File: config.mk
export PLATFORM = sky130hd
export DESIGN_NAME = transport_fallback_controller
export DESIGN_NICKNAME = d
export VERILOG_FILES = /design/src/design/tfc_pkg.sv /design/src/design/tfc_front.sv /design/src/design/tfc_div.sv /design/src/design/tfc_back.sv /design/src/design/tfc_regs.sv /design/src/design/transport_fallback_controller.sv
export SDC_FILE = /design/constraint.sdc
export NUM_CORES = 1
export LEC_CHECK = 0
export BUFFER_PORTS_ARGS = -buffer_cell sky130_fd_sc_hd__buf_4
export CORE_ASPECT_RATIO = 1.4
export CORE_UTILIZATION = 25
export DETAILED_ROUTE_END_ITERATION = 7
export SKIP_LAST_GASP = 1
export SLEW_MARGIN = 0
export SYNTH_ARGS = -nofsm -noshare
export SYNTH_HDL_FRONTEND = slang
export SYNTH_SLANG_ARGS = --single-unit
export TNS_END_PERCENT = 10
File: constraint.sdc
create_clock -name clk_i -period 4.6 [get_ports clk_i]
set_input_delay 0.92 -clock clk_i [delete_from_list [all_inputs] [get_ports clk_i]]
set_output_delay 0.92 -clock clk_i [all_outputs]
set_load 0.005 [all_outputs]
File: src/design/tfc_pkg.sv
// ----------------------------------------------------------------------------
// Transport fallback controller package
// Shared constants, codes and types for the fallback controller.
// ----------------------------------------------------------------------------
`timescale 1ns / 1ps
`default_nettype none

package tfc_pkg;

  localparam int RING_DEPTH = 8;
  localparam int POS_W      = (RING_DEPTH > 1) ? $clog2(RING_DEPTH) : 1;
  localparam int SUM_W      = $clog2(RING_DEPTH * 127 + 1);
  localparam int CNT_W      = $clog2(RING_DEPTH + 1);

  localparam int QDEPTH  = 2;
  localparam int QPTR_W  = (QDEPTH > 1) ? $clog2(QDEPTH) : 1;
  localparam int QCNT_W  = $clog2(QDEPTH + 1);

  localparam int ADDR_W  = 5;
  localparam int DATA_W  = 32;

  localparam logic [2:0] REG_ENABLE   = 3'd0;
  localparam logic [2:0] REG_TIMEOUT  = 3'd1;
  localparam logic [2:0] REG_LOSS_TRG = 3'd2;
  localparam logic [2:0] REG_PROBE    = 3'd3;
  localparam logic [2:0] REG_RETRY    = 3'd4;
  localparam logic [2:0] REG_RECOVER  = 3'd5;

  localparam logic        RST_ENABLE   = 1'b1;
  localparam logic [19:0] RST_TIMEOUT  = 20'd5000;
  localparam logic [6:0]  RST_LOSS_TRG = 7'd50;
  localparam logic [19:0] RST_PROBE    = 20'd60000;
  localparam logic [7:0]  RST_RETRY    = 8'd3;
  localparam logic [6:0]  RST_RECOVER  = 7'd10;

  localparam logic [2:0] REQ_TICK    = 3'd0;
  localparam logic [2:0] REQ_TIMEOUT = 3'd1;
  localparam logic [2:0] REQ_LOSS    = 3'd2;
  localparam logic [2:0] REQ_ICMP    = 3'd3;
  localparam logic [2:0] REQ_MANUAL  = 3'd4;
  localparam logic [2:0] REQ_CONNECT = 3'd5;

  localparam logic [2:0] OP_NONE    = 3'd0;
  localparam logic [2:0] OP_TICK    = 3'd1;
  localparam logic [2:0] OP_TIMEOUT = 3'd2;
  localparam logic [2:0] OP_LOSS    = 3'd3;
  localparam logic [2:0] OP_ICMP    = 3'd4;
  localparam logic [2:0] OP_MANUAL  = 3'd5;
  localparam logic [2:0] OP_CONNECT = 3'd6;

  localparam logic [1:0] MODE_PRIMARY = 2'd0;
  localparam logic [1:0] MODE_FALLING = 2'd1;
  localparam logic [1:0] MODE_BACKUP  = 2'd2;

  localparam logic [2:0] WHY_NONE       = 3'd0;
  localparam logic [2:0] WHY_TIMEOUT    = 3'd1;
  localparam logic [2:0] WHY_UNREACH    = 3'd2;
  localparam logic [2:0] WHY_PROHIBITED = 3'd3;
  localparam logic [2:0] WHY_LOSS       = 3'd4;

  localparam logic [1:0] STS_OK       = 2'd0;
  localparam logic [1:0] STS_DISABLED = 2'd1;
  localparam logic [1:0] STS_BUSY     = 2'd2;

  localparam logic [7:0] ICMP_UNREACH_TYPE = 8'd3;
  localparam logic [7:0] ICMP_PORT_CODE    = 8'd3;
  localparam logic [7:0] ICMP_NET_PROHIB   = 8'd9;
  localparam logic [7:0] ICMP_HOST_PROHIB  = 8'd10;
  localparam logic [7:0] ICMP_ADMIN_PROHIB = 8'd13;

  localparam logic [20:0] ELAPSED_MAX = 21'h1FFFFF;

  typedef struct packed {
    logic        enable;
    logic [19:0] timeout_limit;
    logic [6:0]  loss_trigger;
    logic [19:0] probe_interval;
    logic [7:0]  retry_limit;
    logic [6:0]  recover_below;
  } cfg_t;

  typedef struct packed {
    logic [2:0] op;
    logic [6:0] loss;
    logic [2:0] why;
    logic       ok;
  } cmd_t;

  typedef struct packed {
    logic [1:0] status;
    logic       started;
    logic       advises;
    logic       recovered;
    logic [1:0] mode;
    logic [2:0] cause;
    logic [6:0] avg;
    logic [7:0] attempts;
  } res_t;

endpackage

`default_nettype wire

File: src/design/tfc_front.sv
// ----------------------------------------------------------------------------
// Transport fallback controller front end
// Accepts requests, decodes them into commands and queues them for the back end.
// ----------------------------------------------------------------------------
`timescale 1ns / 1ps
`default_nettype none

module tfc_front (
  input  wire logic          clk_i,
  input  wire logic          rst_ni,
  input  wire logic          push_i,
  output logic               full_o,
  input  wire logic [2:0]    req_type_i,
  input  wire logic [6:0]    loss_rate_i,
  input  wire logic [7:0]    icmp_type_i,
  input  wire logic [7:0]    icmp_code_i,
  input  wire logic [2:0]    trigger_reason_i,
  input  wire logic          connect_ok_i,
  output logic               cmd_valid_o,
  output tfc_pkg::cmd_t      cmd_o,
  input  wire logic          cmd_pop_i
);
  import tfc_pkg::*;

  cmd_t              mem_q [QDEPTH];
  logic [QPTR_W-1:0] wr_ptr_q, wr_ptr_d;
  logic [QPTR_W-1:0] rd_ptr_q, rd_ptr_d;
  logic [QCNT_W-1:0] cnt_q, cnt_d;
  cmd_t              cmd_in;
  logic              do_push, do_pop;

  always_comb begin
    cmd_in.op   = OP_NONE;
    cmd_in.loss = loss_rate_i;
    cmd_in.why  = trigger_reason_i;
    cmd_in.ok   = connect_ok_i;
    case (req_type_i)
      REQ_TICK:    cmd_in.op = OP_TICK;
      REQ_TIMEOUT: cmd_in.op = OP_TIMEOUT;
      REQ_LOSS:    cmd_in.op = OP_LOSS;
      REQ_ICMP: begin
        if (icmp_type_i == ICMP_UNREACH_TYPE) begin
          if (icmp_code_i == ICMP_PORT_CODE) begin
            cmd_in.op  = OP_ICMP;
            cmd_in.why = WHY_UNREACH;
          end else if (icmp_code_i == ICMP_NET_PROHIB || icmp_code_i == ICMP_HOST_PROHIB ||
                       icmp_code_i == ICMP_ADMIN_PROHIB) begin
            cmd_in.op  = OP_ICMP;
            cmd_in.why = WHY_PROHIBITED;
          end
        end
      end
      REQ_MANUAL:  cmd_in.op = OP_MANUAL;
      REQ_CONNECT: cmd_in.op = OP_CONNECT;
      default:     cmd_in.op = OP_NONE;
    endcase
  end

  assign full_o      = (cnt_q == QCNT_W'(QDEPTH));
  assign cmd_valid_o = (cnt_q != '0);
  assign cmd_o       = mem_q[rd_ptr_q];
  assign do_push     = push_i && !full_o;
  assign do_pop      = cmd_pop_i && cmd_valid_o;

  always_comb begin
    wr_ptr_d = wr_ptr_q;
    rd_ptr_d = rd_ptr_q;
    cnt_d    = cnt_q;
    if (do_push) begin
      wr_ptr_d = (wr_ptr_q == QPTR_W'(QDEPTH - 1)) ? '0 : wr_ptr_q + 1'b1;
    end
    if (do_pop) begin
      rd_ptr_d = (rd_ptr_q == QPTR_W'(QDEPTH - 1)) ? '0 : rd_ptr_q + 1'b1;
    end
    if (do_push && !do_pop) begin
      cnt_d = cnt_q + 1'b1;
    end else if (do_pop && !do_push) begin
      cnt_d = cnt_q - 1'b1;
    end
  end

  always_ff @(posedge clk_i or negedge rst_ni) begin
    if (!rst_ni) begin
      wr_ptr_q <= '0;
      rd_ptr_q <= '0;
      cnt_q    <= '0;
    end else begin
      wr_ptr_q <= wr_ptr_d;
      rd_ptr_q <= rd_ptr_d;
      cnt_q    <= cnt_d;
    end
  end

  always_ff @(posedge clk_i) begin
    if (do_push) begin
      mem_q[wr_ptr_q] <= cmd_in;
    end
  end

endmodule

`default_nettype wire

File: src/design/tfc_div.sv
// ----------------------------------------------------------------------------
// Transport fallback controller divider
// Serial restoring divider that produces one quotient bit per cycle.
// ----------------------------------------------------------------------------
`timescale 1ns / 1ps
`default_nettype none

module tfc_div (
  input  wire logic                      clk_i,
  input  wire logic                      rst_ni,
  input  wire logic                      start_i,
  input  wire logic [tfc_pkg::SUM_W-1:0] dividend_i,
  input  wire logic [tfc_pkg::CNT_W-1:0] divisor_i,
  output logic                           done_o,
  output logic [tfc_pkg::SUM_W-1:0]      quotient_o
);
  import tfc_pkg::*;

  localparam int STEP_W = $clog2(SUM_W + 1);

  logic              busy_q, busy_d;
  logic              done_q, done_d;
  logic [STEP_W-1:0] step_q, step_d;
  logic [CNT_W-1:0]  rem_q, rem_d;
  logic [SUM_W-1:0]  quo_q, quo_d;
  logic [CNT_W-1:0]  div_q, div_d;
  logic [CNT_W:0]    trial;
  logic              ge;

  assign trial = {rem_q, quo_q[SUM_W-1]};
  assign ge    = (trial >= {1'b0, div_q});

  always_comb begin
    busy_d = busy_q;
    done_d = 1'b0;
    step_d = step_q;
    rem_d  = rem_q;
    quo_d  = quo_q;
    div_d  = div_q;
    if (start_i) begin
      busy_d = 1'b1;
      step_d = STEP_W'(SUM_W);
      rem_d  = '0;
      quo_d  = dividend_i;
      div_d  = divisor_i;
    end else if (busy_q) begin
      rem_d  = ge ? CNT_W'(trial - {1'b0, div_q}) : CNT_W'(trial);
      quo_d  = {quo_q[SUM_W-2:0], ge};
      step_d = step_q - 1'b1;
      if (step_q == STEP_W'(1)) begin
        busy_d = 1'b0;
        done_d = 1'b1;
      end
    end
  end

  always_ff @(posedge clk_i or negedge rst_ni) begin
    if (!rst_ni) begin
      busy_q <= 1'b0;
      done_q <= 1'b0;
      step_q <= '0;
    end else begin
      busy_q <= busy_d;
      done_q <= done_d;
      step_q <= step_d;
    end
  end

  always_ff @(posedge clk_i) begin
    rem_q <= rem_d;
    quo_q <= quo_d;
    div_q <= div_d;
  end

  assign done_o     = done_q;
  assign quotient_o = quo_q;

endmodule

`default_nettype wire

File: src/design/tfc_back.sv
// ----------------------------------------------------------------------------
// Transport fallback controller back end
// Executes queued commands on the mode state and loss history, holds the result.
// ----------------------------------------------------------------------------
`timescale 1ns / 1ps
`default_nettype none

module tfc_back (
  input  wire logic          clk_i,
  input  wire logic          rst_ni,
  input  wire tfc_pkg::cfg_t cfg_i,
  input  wire logic          cmd_valid_i,
  input  wire tfc_pkg::cmd_t cmd_i,
  output logic               cmd_pop_o,
  output logic               res_valid_o,
  output tfc_pkg::res_t      res_o,
  input  wire logic          pop_i
);
  import tfc_pkg::*;

  localparam logic [1:0] ST_IDLE = 2'd0;
  localparam logic [1:0] ST_DIV  = 2'd1;
  localparam logic [1:0] ST_LOSS = 2'd2;

  typedef struct packed {
    logic [1:0] status;
    logic       started;
    logic [1:0] mode;
    logic [2:0] cause;
  } trig_t;

  function automatic trig_t try_trigger(input logic en, input logic [1:0] mode,
                                        input logic [2:0] cause, input logic [2:0] why);
    trig_t t;
    t.status  = STS_OK;
    t.started = 1'b0;
    t.mode    = mode;
    t.cause   = cause;
    if (!en) begin
      t.status = STS_DISABLED;
    end else if (mode == MODE_FALLING || mode == MODE_BACKUP) begin
      t.status = STS_BUSY;
    end else begin
      t.mode    = MODE_FALLING;
      t.cause   = why;
      t.started = 1'b1;
    end
    return t;
  endfunction

  logic [1:0]       state_q, state_d;
  logic [1:0]       mode_q, mode_d;
  logic [2:0]       cause_q, cause_d;
  logic [6:0]       ring_q [RING_DEPTH];
  logic [6:0]       ring_d [RING_DEPTH];
  logic [POS_W-1:0] pos_q, pos_d;
  logic [SUM_W-1:0] sum_q, sum_d;
  logic [CNT_W-1:0] cnt_q, cnt_d;
  logic [6:0]       avg_q, avg_d;
  logic [7:0]       att_q, att_d;
  logic [20:0]      elapsed_q, elapsed_d;
  logic [19:0]      cd_q, cd_d;
  logic             res_valid_q, res_valid_d;
  res_t             res_q, res_d;
  logic             res_load, res_free;
  logic             div_start, div_done;
  logic [SUM_W-1:0] div_quo;
  logic [19:0]      probe_load;

  assign res_free   = !res_valid_q || pop_i;
  assign probe_load = (cfg_i.probe_interval == '0) ? 20'd1 : cfg_i.probe_interval;

  tfc_div u_div (
    .clk_i      (clk_i),
    .rst_ni     (rst_ni),
    .start_i    (div_start),
    .dividend_i (sum_d),
    .divisor_i  (cnt_d),
    .done_o     (div_done),
    .quotient_o (div_quo)
  );

  always_comb begin
    trig_t      tr;
    logic [6:0] old;
    logic [19:0] cd_dec;
    logic [7:0] att_n;
    logic [1:0] status;
    logic       started;
    logic       advises;
    logic       recov;
    tr        = '0;
    old       = ring_q[pos_q];
    cd_dec    = cd_q - 1'b1;
    att_n     = att_q + {7'd0, (att_q != 8'hFF)};
    status    = STS_OK;
    started   = 1'b0;
    advises   = 1'b0;
    recov     = 1'b0;
    state_d   = state_q;
    mode_d    = mode_q;
    cause_d   = cause_q;
    ring_d    = ring_q;
    pos_d     = pos_q;
    sum_d     = sum_q;
    cnt_d     = cnt_q;
    avg_d     = avg_q;
    att_d     = att_q;
    elapsed_d = elapsed_q;
    cd_d      = cd_q;
    cmd_pop_o = 1'b0;
    div_start = 1'b0;
    res_load  = 1'b0;
    case (state_q)
      ST_IDLE: begin
        if (cmd_valid_i) begin
          if (cmd_i.op == OP_LOSS) begin
            cmd_pop_o     = 1'b1;
            ring_d[pos_q] = cmd_i.loss;
            pos_d         = (pos_q == POS_W'(RING_DEPTH - 1)) ? '0 : pos_q + 1'b1;
            sum_d         = sum_q - SUM_W'(old) + SUM_W'(cmd_i.loss);
            cnt_d         = cnt_q - CNT_W'(old != '0) + CNT_W'(cmd_i.loss != '0);
            div_start     = 1'b1;
            state_d       = ST_DIV;
          end else if (res_free) begin
            cmd_pop_o = 1'b1;
            res_load  = 1'b1;
            case (cmd_i.op)
              OP_TICK: begin
                if (elapsed_q != ELAPSED_MAX) begin
                  elapsed_d = elapsed_q + 1'b1;
                end
                if (mode_q == MODE_BACKUP && cd_q != '0) begin
                  cd_d = cd_dec;
                  if (cd_dec == '0) begin
                    if (avg_q < cfg_i.recover_below) begin
                      mode_d  = MODE_PRIMARY;
                      cause_d = WHY_NONE;
                      recov   = 1'b1;
                    end else begin
                      cd_d = probe_load;
                    end
                  end
                end
              end
              OP_TIMEOUT: begin
                if (mode_q == MODE_PRIMARY && cfg_i.enable &&
                    elapsed_q > {1'b0, cfg_i.timeout_limit}) begin
                  att_d = att_n;
                  if (att_n >= cfg_i.retry_limit) begin
                    tr      = try_trigger(cfg_i.enable, mode_q, cause_q, WHY_TIMEOUT);
                    mode_d  = tr.mode;
                    cause_d = tr.cause;
                    status  = tr.status;
                    started = tr.started;
                  end
                end
              end
              OP_ICMP: begin
                cause_d = cmd_i.why;
                advises = 1'b1;
              end
              OP_MANUAL: begin
                tr      = try_trigger(cfg_i.enable, mode_q, cause_q, cmd_i.why);
                mode_d  = tr.mode;
                cause_d = tr.cause;
                status  = tr.status;
                started = tr.started;
              end
              OP_CONNECT: begin
                if (mode_q == MODE_FALLING) begin
                  if (cmd_i.ok) begin
                    mode_d = MODE_BACKUP;
                    cd_d   = probe_load;
                  end else begin
                    mode_d = MODE_PRIMARY;
                  end
                end
              end
              default: begin
              end
            endcase
          end
        end
      end
      ST_DIV: begin
        if (div_done) begin
          avg_d   = (cnt_q == '0) ? 7'd0 : div_quo[6:0];
          state_d = ST_LOSS;
        end
      end
      ST_LOSS: begin
        if (res_free) begin
          res_load = 1'b1;
          state_d  = ST_IDLE;
          if (mode_q == MODE_PRIMARY && cfg_i.enable && avg_q >= cfg_i.loss_trigger) begin
            tr      = try_trigger(cfg_i.enable, mode_q, cause_q, WHY_LOSS);
            mode_d  = tr.mode;
            cause_d = tr.cause;
            status  = tr.status;
            started = tr.started;
          end
        end
      end
      default: begin
        state_d = ST_IDLE;
      end
    endcase
    if (mode_d != MODE_BACKUP) begin
      cd_d = '0;
    end
    res_d.status    = status;
    res_d.started   = started;
    res_d.advises   = advises;
    res_d.recovered = recov;
    res_d.mode      = mode_d;
    res_d.cause     = cause_d;
    res_d.avg       = avg_q;
    res_d.attempts  = att_d;
    res_valid_d     = res_load ? 1'b1 : (res_valid_q && !pop_i);
  end

  always_ff @(posedge clk_i or negedge rst_ni) begin
    if (!rst_ni) begin
      state_q     <= ST_IDLE;
      mode_q      <= MODE_PRIMARY;
      cause_q     <= WHY_NONE;
      for (int i = 0; i < RING_DEPTH; i++) begin
        ring_q[i] <= '0;
      end
      pos_q       <= '0;
      sum_q       <= '0;
      cnt_q       <= '0;
      avg_q       <= '0;
      att_q       <= '0;
      elapsed_q   <= '0;
      cd_q        <= '0;
      res_valid_q <= 1'b0;
    end else begin
      state_q     <= state_d;
      mode_q      <= mode_d;
      cause_q     <= cause_d;
      ring_q      <= ring_d;
      pos_q       <= pos_d;
      sum_q       <= sum_d;
      cnt_q       <= cnt_d;
      avg_q       <= avg_d;
      att_q       <= att_d;
      elapsed_q   <= elapsed_d;
      cd_q        <= cd_d;
      res_valid_q <= res_valid_d;
    end
  end

  always_ff @(posedge clk_i) begin
    if (res_load) begin
      res_q <= res_d;
    end
  end

  assign res_valid_o = res_valid_q;
  assign res_o       = res_q;

`ifndef SYNTHESIS
  ap_probe_idle: assert property (@(posedge clk_i) disable iff (!rst_ni)
    (mode_q != MODE_BACKUP) |-> (cd_q == '0))
    else $error("Probe countdown is running outside backup mode.");

  ap_count_bound: assert property (@(posedge clk_i) disable iff (!rst_ni)
    cnt_q <= CNT_W'(RING_DEPTH))
    else $error("Nonzero sample count exceeds the ring depth.");

  ap_started_mode: assert property (@(posedge clk_i) disable iff (!rst_ni)
    (res_load && res_d.started) |-> (res_d.mode == MODE_FALLING))
    else $error("Fallback start reported without falling back mode.");

  ap_div_finish: assert property (@(posedge clk_i) disable iff (!rst_ni)
    (state_q == ST_DIV && div_done) |=> (state_q == ST_LOSS))
    else $error("Average update did not move to the loss decision.");
`endif

endmodule

`default_nettype wire

File: src/design/tfc_regs.sv
// ----------------------------------------------------------------------------
// Transport fallback controller registers
// APB register file holding the fallback policy settings.
// ----------------------------------------------------------------------------
`timescale 1ns / 1ps
`default_nettype none

module tfc_regs (
  input  wire logic                       clk_i,
  input  wire logic                       rst_ni,
  input  wire logic                       psel,
  input  wire logic                       penable,
  input  wire logic                       pwrite,
  input  wire logic [tfc_pkg::ADDR_W-1:0] paddr,
  input  wire logic [tfc_pkg::DATA_W-1:0] pwdata,
  output logic      [tfc_pkg::DATA_W-1:0] prdata,
  output logic                            pready,
  output tfc_pkg::cfg_t                   cfg_o
);
  import tfc_pkg::*;

  cfg_t       cfg_q, cfg_d;
  logic [2:0] idx;
  logic       wr_en;

  assign pready = 1'b1;
  assign idx    = paddr[ADDR_W-1:2];
  assign wr_en  = psel && penable && pwrite && pready;

  always_comb begin
    cfg_d = cfg_q;
    if (wr_en) begin
      case (idx)
        REG_ENABLE:   cfg_d.enable         = pwdata[0];
        REG_TIMEOUT:  cfg_d.timeout_limit  = pwdata[19:0];
        REG_LOSS_TRG: cfg_d.loss_trigger   = pwdata[6:0];
        REG_PROBE:    cfg_d.probe_interval = pwdata[19:0];
        REG_RETRY:    cfg_d.retry_limit    = pwdata[7:0];
        REG_RECOVER:  cfg_d.recover_below  = pwdata[6:0];
        default: begin
        end
      endcase
    end
  end

  always_comb begin
    prdata = '0;
    case (idx)
      REG_ENABLE:   prdata = DATA_W'(cfg_q.enable);
      REG_TIMEOUT:  prdata = DATA_W'(cfg_q.timeout_limit);
      REG_LOSS_TRG: prdata = DATA_W'(cfg_q.loss_trigger);
      REG_PROBE:    prdata = DATA_W'(cfg_q.probe_interval);
      REG_RETRY:    prdata = DATA_W'(cfg_q.retry_limit);
      REG_RECOVER:  prdata = DATA_W'(cfg_q.recover_below);
      default:      prdata = '0;
    endcase
  end

  always_ff @(posedge clk_i or negedge rst_ni) begin
    if (!rst_ni) begin
      cfg_q.enable         <= RST_ENABLE;
      cfg_q.timeout_limit  <= RST_TIMEOUT;
      cfg_q.loss_trigger   <= RST_LOSS_TRG;
      cfg_q.probe_interval <= RST_PROBE;
      cfg_q.retry_limit    <= RST_RETRY;
      cfg_q.recover_below  <= RST_RECOVER;
    end else begin
      cfg_q <= cfg_d;
    end
  end

  assign cfg_o = cfg_q;

endmodule

`default_nettype wire

File: src/design/transport_fallback_controller.sv
// ----------------------------------------------------------------------------
// Transport fallback controller
// Per-connection primary/backup transport mode controller driven by events.
// ----------------------------------------------------------------------------
//   Channel    Handshake                  Contents
//   request    push_i / full_o            req_type, loss rate, icmp fields, reason, connect_ok
//   result     empty_o / pop_i            status, flags, mode, cause, average, attempts
//   registers  APB psel/penable/pready    six policy registers at 4*index
//
// A request that is not a loss sample passes through the command queue and the result
// register, and such requests stream at one per cycle while results are popped.
// A loss sample waits on the serial divider, which updates the average one quotient
// bit per cycle; the back end takes one request at a time.
// A two-entry command queue between front and back absorbs short stalls.
// Reset is asynchronous and active low; no clearing pass follows it.
`timescale 1ns / 1ps
`default_nettype none

module transport_fallback_controller (
  input  wire logic                       clk_i,
  input  wire logic                       rst_ni,
  input  wire logic                       push_i,
  output logic                            full_o,
  input  wire logic [2:0]                 req_type_i,
  input  wire logic [6:0]                 loss_rate_i,
  input  wire logic [7:0]                 icmp_type_i,
  input  wire logic [7:0]                 icmp_code_i,
  input  wire logic [2:0]                 trigger_reason_i,
  input  wire logic                       connect_ok_i,
  output logic                            empty_o,
  input  wire logic                       pop_i,
  output logic [1:0]                      status_o,
  output logic                            fallback_started_o,
  output logic                            icmp_advises_o,
  output logic                            recovered_o,
  output logic [1:0]                      mode_o,
  output logic [2:0]                      cause_o,
  output logic [6:0]                      average_loss_o,
  output logic [7:0]                      attempt_count_o,
  input  wire logic                       psel,
  input  wire logic                       penable,
  input  wire logic                       pwrite,
  input  wire logic [tfc_pkg::ADDR_W-1:0] paddr,
  input  wire logic [tfc_pkg::DATA_W-1:0] pwdata,
  output logic      [tfc_pkg::DATA_W-1:0] prdata,
  output logic                            pready
);
  import tfc_pkg::*;

  cfg_t cfg;
  cmd_t cmd;
  res_t res;
  logic cmd_valid;
  logic cmd_pop;
  logic res_valid;

  tfc_regs u_regs (
    .clk_i   (clk_i),
    .rst_ni  (rst_ni),
    .psel    (psel),
    .penable (penable),
    .pwrite  (pwrite),
    .paddr   (paddr),
    .pwdata  (pwdata),
    .prdata  (prdata),
    .pready  (pready),
    .cfg_o   (cfg)
  );

  tfc_front u_front (
    .clk_i            (clk_i),
    .rst_ni           (rst_ni),
    .push_i           (push_i),
    .full_o           (full_o),
    .req_type_i       (req_type_i),
    .loss_rate_i      (loss_rate_i),
    .icmp_type_i      (icmp_type_i),
    .icmp_code_i      (icmp_code_i),
    .trigger_reason_i (trigger_reason_i),
    .connect_ok_i     (connect_ok_i),
    .cmd_valid_o      (cmd_valid),
    .cmd_o            (cmd),
    .cmd_pop_i        (cmd_pop)
  );

  tfc_back u_back (
    .clk_i       (clk_i),
    .rst_ni      (rst_ni),
    .cfg_i       (cfg),
    .cmd_valid_i (cmd_valid),
    .cmd_i       (cmd),
    .cmd_pop_o   (cmd_pop),
    .res_valid_o (res_valid),
    .res_o       (res),
    .pop_i       (pop_i)
  );

  assign empty_o            = !res_valid;
  assign status_o           = res.status;
  assign fallback_started_o = res.started;
  assign icmp_advises_o     = res.advises;
  assign recovered_o        = res.recovered;
  assign mode_o             = res.mode;
  assign cause_o            = res.cause;
  assign average_loss_o     = res.avg;
  assign attempt_count_o    = res.attempts;

endmodule

`default_nettype wire

== Yosys cells after proc, flatten, opt, wreduce, memory -nomap -nowiden ==
Memory sizes are Yosys's and may differ from the RTL's.
Index checks and enable logic that the tools add are counted.

* RAM bits: 28
* Input bits: 74
* Output and inout port bits: 60
* Register bits after elaboration: 253
* Word-level logic and storage cells: 290
* Memories kept: 1

* Order comparisons: 7
* Equality and inequality tests: 39
* Reduce and logical (&&, ||, !) cells: 51
* Multiplexer cells: 128
* $add $sub $neg: 14
* Bitwise logic cells: 8

{| class="wikitable"
|+ Memories
! memory !! words !! width !! rd ports !! clocked after memory_dff !! write ports !! RTL line !! text
|-
| u_front.mem_q || 2 || 14 || 1 || 0 || 1 || tfc_front.sv:25 || <nowiki>cmd_t mem_q [QDEPTH];</nowiki>
|}

{| class="wikitable"
|+ Operators with widths
! cell !! number
|-
| $mux 20 || 11
|-
| $pmux 20 s6 || 1
|-
| $bwmux 56 || 1
|-
| $mux 2 || 27
|-
| $mux 3 || 18
|-
| $mux 10 || 5
|-
| $mux 8 || 6
|-
| $logic_not 20->1 || 2
|-
| $pmux 20 s2 || 1
|-
| $mux 6 || 6
|-
| $mux 1 || 29
|-
| $mux 7 || 4
|-
| $eq 3x3->1 const B || 8
|-
| $eq 8x4->1 const B || 3
|-
| $mux 4 || 6
|-
| $add 21x1->21 const B || 1
|-
| $bmux 7 s3 || 1
|-
| $demux 7 s3 || 1
|-
| $gt 21x20->1 || 1
|-
| $ne 21x21->1 const B || 1
|-
| $reduce_bool 20->1 || 1
|-
| $sub 20x1->20 const B || 1
|-
| $eq 3x2->1 const B || 6
|-
| $pmux 3 s6 || 1
|-
| 51 further kinds || 105
|}

== Longest topological paths before layout ==
* Depth in word-level cells: 14
* Mapped depth: 18
* Gate-level depth less buffers: 16

== By module ==
Synthesis repeated with hierarchy kept, for this count alone.

* Cell total of the unflattened synthesis: 1383
* Area, all modules: 15537.4 um^2

{| class="wikitable"
|+ By module, submodules not included
! module !! seq. area each (um^2) !! cells an instance !! area each (um^2) !! times used
|-
| tfc_back || 4179.0 || 996 || 9994.6 || 1
|-
| tfc_regs || 1601.5 || 206 || 2985.4 || 1
|-
| tfc_front || 940.9 || 87 || 1375.1 || 1
|-
| tfc_div || 650.6 || 93 || 1178.6 || 1
|-
| transport_fallback_controller || 0.0 || 1 || 3.8 || 1
|}

== Worst setup path before layout ==
OpenSTA, ideal clock, no wires.

* Path type: register -> register
* From: register u_back.pos_q[0]
* To: register u_back.u_div.quo_q[9], in the netlist u_back.u_div.quotient_o[9] (data pin)
* Library setup time: 268 ps
* Path buffers: 3
* Data required time: 4332 ps
* Arrival time: 4129 ps
* Path slack: 202 ps
* Cell stages (with the launch flop): 19
* Period minus slack after synthesis: 4398 ps
* Cells stage by stage: dfrtp_1 clkbuf_1 clkbuf_1 clkbuf_1 nor2_1 nand2_1 a21oi_1 a211o_1 fa_1 inv_1 ha_1 a21o_1 a21oi_1 o21ai_0 a2111o_1 a31oi_1 o21bai_1 xnor2_1 o21ai_0

* Word-level cells in the longest chain between the ends: 10

{| class="wikitable"
|+ Ends and longest elaborated chain
! item !! RTL line !! text
|-
| from (decl) || tfc_back.sv:56 || <nowiki>logic [POS_W-1:0] pos_q, pos_d;</nowiki>
|-
| from (signal assigned) || tfc_back.sv:244 || <nowiki>pos_q <= pos_d;</nowiki>
|-
| $not 3->4 (not written as such) || tfc_back.sv:93 || <nowiki>old = ring_q[pos_q];</nowiki>
|-
| $bmux 7 s3 || tfc_back.sv:93 ||
|-
| $mux 7 (not written as such) (2 in series) || tfc_back.sv:93 ||
|-
| $sub 10x7->10 || tfc_back.sv:121 || <nowiki>sum_d = sum_q - SUM_W'(old) + SUM_W'(cmd_i.loss);</nowiki>
|-
| $add 10x7->10 || tfc_back.sv:121 ||
|-
| $mux 10 || tfc_back.sv:117 || <nowiki>if (cmd_i.op == OP_LOSS) begin</nowiki>
|-
| $mux 10 || tfc_back.sv:116 || <nowiki>if (cmd_valid_i) begin</nowiki>
|-
| $mux 10 || tfc_back.sv:114 || <nowiki>case (state_q)</nowiki>
|-
| $mux 10 || tfc_div.sv:40 || <nowiki>if (start_i) begin</nowiki>
|-
| net u_back.u_div.quo_d[9] || tfc_div.sv:25 || <nowiki>logic [SUM_W-1:0] quo_q, quo_d;</nowiki>
|-
| to (signal assigned) || tfc_div.sv:71 || <nowiki>quo_q <= quo_d;</nowiki>
|-
| to (decl) || tfc_div.sv:25 ||
|}

The timed path passes the listed nets, and every way through them passes these cells. The select of a mux whose other input is x is not followed.
A chain may end at the register's enable or synchronous reset.

== Final worst setup path ==
* From: register u_back.pos_q[2]
* To: register u_back.u_div.div_q[3] (data pin)

* Word-level cells in the longest chain between the ends: 10

{| class="wikitable"
|+ Ends and longest elaborated chain
! item !! RTL line !! text
|-
| $not 3->4 (not written as such) || tfc_back.sv:93 ||
|-
| $bmux 7 s3 || tfc_back.sv:93 ||
|-
| $mux 7 (not written as such) (2 in series) || tfc_back.sv:93 ||
|-
| $reduce_bool 7->1 || tfc_back.sv:122 || <nowiki>cnt_d = cnt_q - CNT_W'(old != '0) + CNT_W'(cmd_i.loss != '0);</nowiki>
|-
| $sub 4x1->4 || tfc_back.sv:122 ||
|-
| $add 4x1->4 || tfc_back.sv:122 ||
|-
| $mux 4 || tfc_back.sv:117 ||
|-
| $mux 4 || tfc_back.sv:116 ||
|-
| $mux 4 || tfc_back.sv:114 ||
|-
| net u_back.cnt_d[3] || tfc_back.sv:58 || <nowiki>logic [CNT_W-1:0] cnt_q, cnt_d;</nowiki>
|-
| to (signal assigned) || tfc_div.sv:72 || <nowiki>div_q <= div_d;</nowiki>
|-
| to (decl) || tfc_div.sv:26 || <nowiki>logic [CNT_W-1:0] div_q, div_d;</nowiki>
|}

The timed path passes the listed nets, and every way through them passes these cells. The select of a mux whose other input is x is not followed.

==> summary by stage <==
Global route
The global-route wire length before repair is 66800 um. The number of global-route vias before repair is 12.1k. Entering global routing, the biggest net connects 108 pins.

The residual overflow from global routing is 0. The initial antenna violation count is 1. Across every metal layer, demand over resource in global routing totals 0.133.

Power and ir drop
The worst IR drop on VDD is 324 uV. The power consumption is 10.6 mW. The total leakage power is 8.10 nW. Dividing total power by cell area gives a power density of 572 mW/mm^2.

Floorplanning
The floorplan step set the die width to 213 um. For this configuration, the core starts out at a cell density of 0.253. The count of boundary I/O pins is 134. The floorplan step defined a die boundary enclosing 0.0636 sq mm. The total area inside the core boundary comes to 0.0619 sq mm.

The die is 298 um tall. The placement row count is 108.

Placed design
During placement, the flow inserted port buffers numbering 106. At the placement stage, the worst setup path has a slack of 0.378 ns. The final estimated routing congestion in global placement is 0.887.

The cell total after placement is 2450. The wire-length estimate of the detail-placed layout is 31700 um.

Critical path
The worst setup path is captured at a flop. The start of the worst register-to-register path is u_back.pos_q[2]$_DFFE_PN0P_. Data on the critical path arrives at its endpoint at 4.50 ns.

Of all nets on the critical path, the largest fanout is 19. The endpoint identified for the worst register-to-register timing path is u_back.u_div.div_q[3]$_DFFE_PP_. The worst register-to-register path has a depth of 13. The launching instance or port of the critical path is u_back.pos_q[2]$_DFFE_PN0P_. Following the worst setup path forward leads to its endpoint at u_back.u_div.div_q[3]$_DFFE_PP_.

The setup check on the worst reg-to-reg path leaves a slack of 0.39 ns. For the worst setup path, the data required time is 4.89 ns. The start-to-end type of the worst setup path is flop to flop.

The launching element type of the critical path is a flop.

STA
Setup violations remaining at the end of the flow were counted as 0. Setup repair after global routing left no endpoint under its margin. The actual transition at the worst max-transition pin is 0.976 ns.

The worst setup slack after layout is 0.389 ns. The number of failing hold endpoints at the final stage is 0. The headroom to the max-slew limit is 0.349. The ratio of final minimum period to clock period is 0.916. The tightest hold margin is 0.463 ns. The shortest clock period the worst path allows after layout is 4.21 ns.

For this run, the top clock speed supported by timing is 237 MHz. Across the routed clock network, the largest skew measured is 0.0203 ns. The final sum of negative setup slack is 0 ns. The number of pins exceeding their max-slew limit in the final report is 0.

Route
The per-cell via count in the routed design is 4.76. The routed wirelength normalized by instance count is 16.8 um. The number of remaining DRC errors is 0. The first-pass detailed-route iteration total is 5. The detailed router placed 11.9k vias in this run. The antenna violation net count after detailed routing is 0.

The first routing iteration left 759 violations. The routed wire length is 42100 um.

Clock tree
The post-CTS repair timing setup buffer count is 0. CTS saw 281 sinks. Gates resized during post-CTS repair numbered 0. Clock-pin slew was measured on the worst setup and hold paths at 0.06 ns. Buffers inserted during clock tree synthesis total 31.

The clock latency reported for the late side of the worst-skew pair is 0.57 ns. In this run the number of H-tree levels came out at 1. The root cell of the clock tree is clkbuf_16. The count of hold buffers inserted by post-cts repair is 0. TritonCTS built the clock tree. The clock passes through at most 3 buffers.

Layout
After the last flow step, the layout net total stands at 1820. Of the cells placed in the final design, the portion with a size suffix greater than 1 is 0.181. In the layout the commonest cells are 190 x dfrtp_1, 153 x nand2_1, 144 x buf_4.

The library cell used most frequently in the layout, excluding fill and tap cells, is dfrtp_1. The area overhead of the layout relative to synthesis is 18.2%. The total of fill cells in the finished design is 6459. The final cell count without fillers is 2508.

Yosys
Counting flops and latches in the post-synthesis netlist gives 281. The share of synthesized area occupied by flip-flops and latches is 0.471. Of all flip-flops after synthesis, the portion carrying an async set or reset was 0.747.

A synthesized cell averages 10.1 sq um. The primary flip-flop cell chosen by synthesis mapping is dfrtp_1. The number of library cell types mapped by synthesis is 85.

The number of flops mapped to enable cells by yosys is 67. Yosys printed 0 warnings. The post-synthesis cell area is 0.0156 sq mm. Counting every instance in the synthesized netlist gives 1549.

Job
The max-capacitance violation count is 0.

Status
The run finished with clean final reports.

Min path
The class of the most critical hold timing path is input port to async pin.
[logic make-up (layout without fill, tap and decap cells)]
| family | count (synthesis) | after routing | share of synthesized area |
|---|---|---|---|
| AO/OA/AOI/OAI | 349 | 349 | 0.144 |
| XOR/XNOR | 51 | 51 | 0.0285 |
| adder cells (fa/ha/maj) | 88 | 88 | 0.0747 |
| buffers and inverters | 193 | 315 | 0.0529 |
| flip-flops | 281 | 281 | 0.471 |
| multiplexers | 95 | 95 | 0.0721 |
| other | 2 | 14 | 0.000480 |
| AND/OR/NAND/NOR | 490 | 490 | 0.156 |
[where the power goes]
part | total (mW) | switching [mW] | leakage [nW] | internal, mW
Clock | 2.48 | 1.02 | 0.491 | 1.46
Combinational | 4.28 | 2.40 | 4.26 | 1.88
Sequential | 3.82 | 0.511 | 3.36 | 3.31
[layout make-up]
cell class	instances	area, sq um	share of cell area
tap	825	1030	0.0558
clock buffer	44	897	0.0485
timing repair buffer	148	1150	0.0624
clock inverter	13	123	0.00663
sequential	281	7370	0.398
inverter	110	413	0.0223
antenna	1	2.50	0.000135
multi-input combinational	1086	7510	0.406
[per-stage QoR]
stage | area, sq um | util
after floorplan | 15700 | -
after global placement | 17500 | 0.282
after detailed placement | 17500 | 0.282
after CTS | 18500 | 0.299
after global routing | 18500 | 0.299
final | 18500 | 0.299
[critical path, stage by stage, from the launching register on]
cell	delay, ns
dfrtp_1	0.87
mux4_2	0.46
mux2_2	0.30
or4_1	0.50
or4_1	0.56
ha_1	0.30
inv_1	0.04
ha_1	0.19
buf_4	0.13
a21o_1	0.15
a21oi_1	0.19
xor2_1	0.09
nand2_1	0.07
o21ai_0	0.10
[metal layers]
metal  up-vias  wire (um)  GRT usage
met5         -          0          0
met4         0       1380     0.0485
met3        62       1430     0.0145
met2       249      22800      0.249
met1      5895      16500      0.152
li1       5736          -          -
[cells in the mapped netlist (9+ instances only)]
| cell type | n | area (sq um) |
|---|---|---|
| clkbuf_1 | 52 | 195 |
| or3_1 | 10 | 62.6 |
| o21ai_1 | 17 | 85.1 |
| nand3_1 | 32 | 160 |
| mux2i_1 | 43 | 430 |
| a21oi_1 | 82 | 410 |
| a221oi_1 | 10 | 87.6 |
| a31oi_1 | 12 | 75.1 |
| o21ai_0 | 108 | 541 |
| and3_1 | 13 | 81.3 |
| mux2_2 | 42 | 473 |
| dfrtp_1 | 190 | 4750 |
| nor3_1 | 31 | 155 |
| nor4_1 | 21 | 131 |
| a21o_1 | 21 | 158 |
| inv_1 | 109 | 409 |
| nor2_1 | 110 | 413 |
| nand2b_1 | 15 | 93.8 |
| buf_4 | 14 | 105 |
| nand2_1 | 153 | 574 |
| fa_1 | 9 | 180 |
| a211oi_1 | 18 | 135 |
| nand4_1 | 29 | 181 |
| ha_1 | 79 | 988 |
| xnor2_1 | 33 | 289 |
| nor2b_1 | 22 | 138 |
| dfstp_2 | 20 | 526 |
| a22o_1 | 9 | 78.8 |
| xor2_1 | 18 | 158 |
| mux4_2 | 10 | 225 |
| edfxtp_1 | 67 | 2010 |
[state kept, by name (all words and copies together), names as in the netlist, 7 cells and up]
name	flops
u_back.att_q	8
u_back.avg_q	7
u_back.cd_q	20
u_back.elapsed_q	21
u_back.res_o	25
u_back.ring_q	56
u_back.sum_q	10
u_back.u_div.quotient_o	10
u_front.mem_q	28
u_regs.cfg_o	63
[worst min path at each step]
stage                                              from                            end  slack [ns]  cells past startpoint
after floorplan           u_back.u_div.done_o$_DFF_PN0_  u_back.state_q[0]$_DFFE_PN0P_        0.42                      1
after global placement    u_back.u_div.done_o$_DFF_PN0_  u_back.state_q[0]$_DFFE_PN0P_        0.44                      1
after detailed placement  u_back.u_div.done_o$_DFF_PN0_  u_back.state_q[0]$_DFFE_PN0P_        0.46                      1
after CTS                 u_back.u_div.done_o$_DFF_PN0_  u_back.state_q[0]$_DFFE_PN0P_        0.47                      1
after global routing      u_back.u_div.done_o$_DFF_PN0_  u_back.state_q[0]$_DFFE_PN0P_        0.47                      1
final                                            rst_ni   u_back.ring_q[7]$_DFFE_PN0P_        0.46                      1
Power figures use the tool's default switching activity.
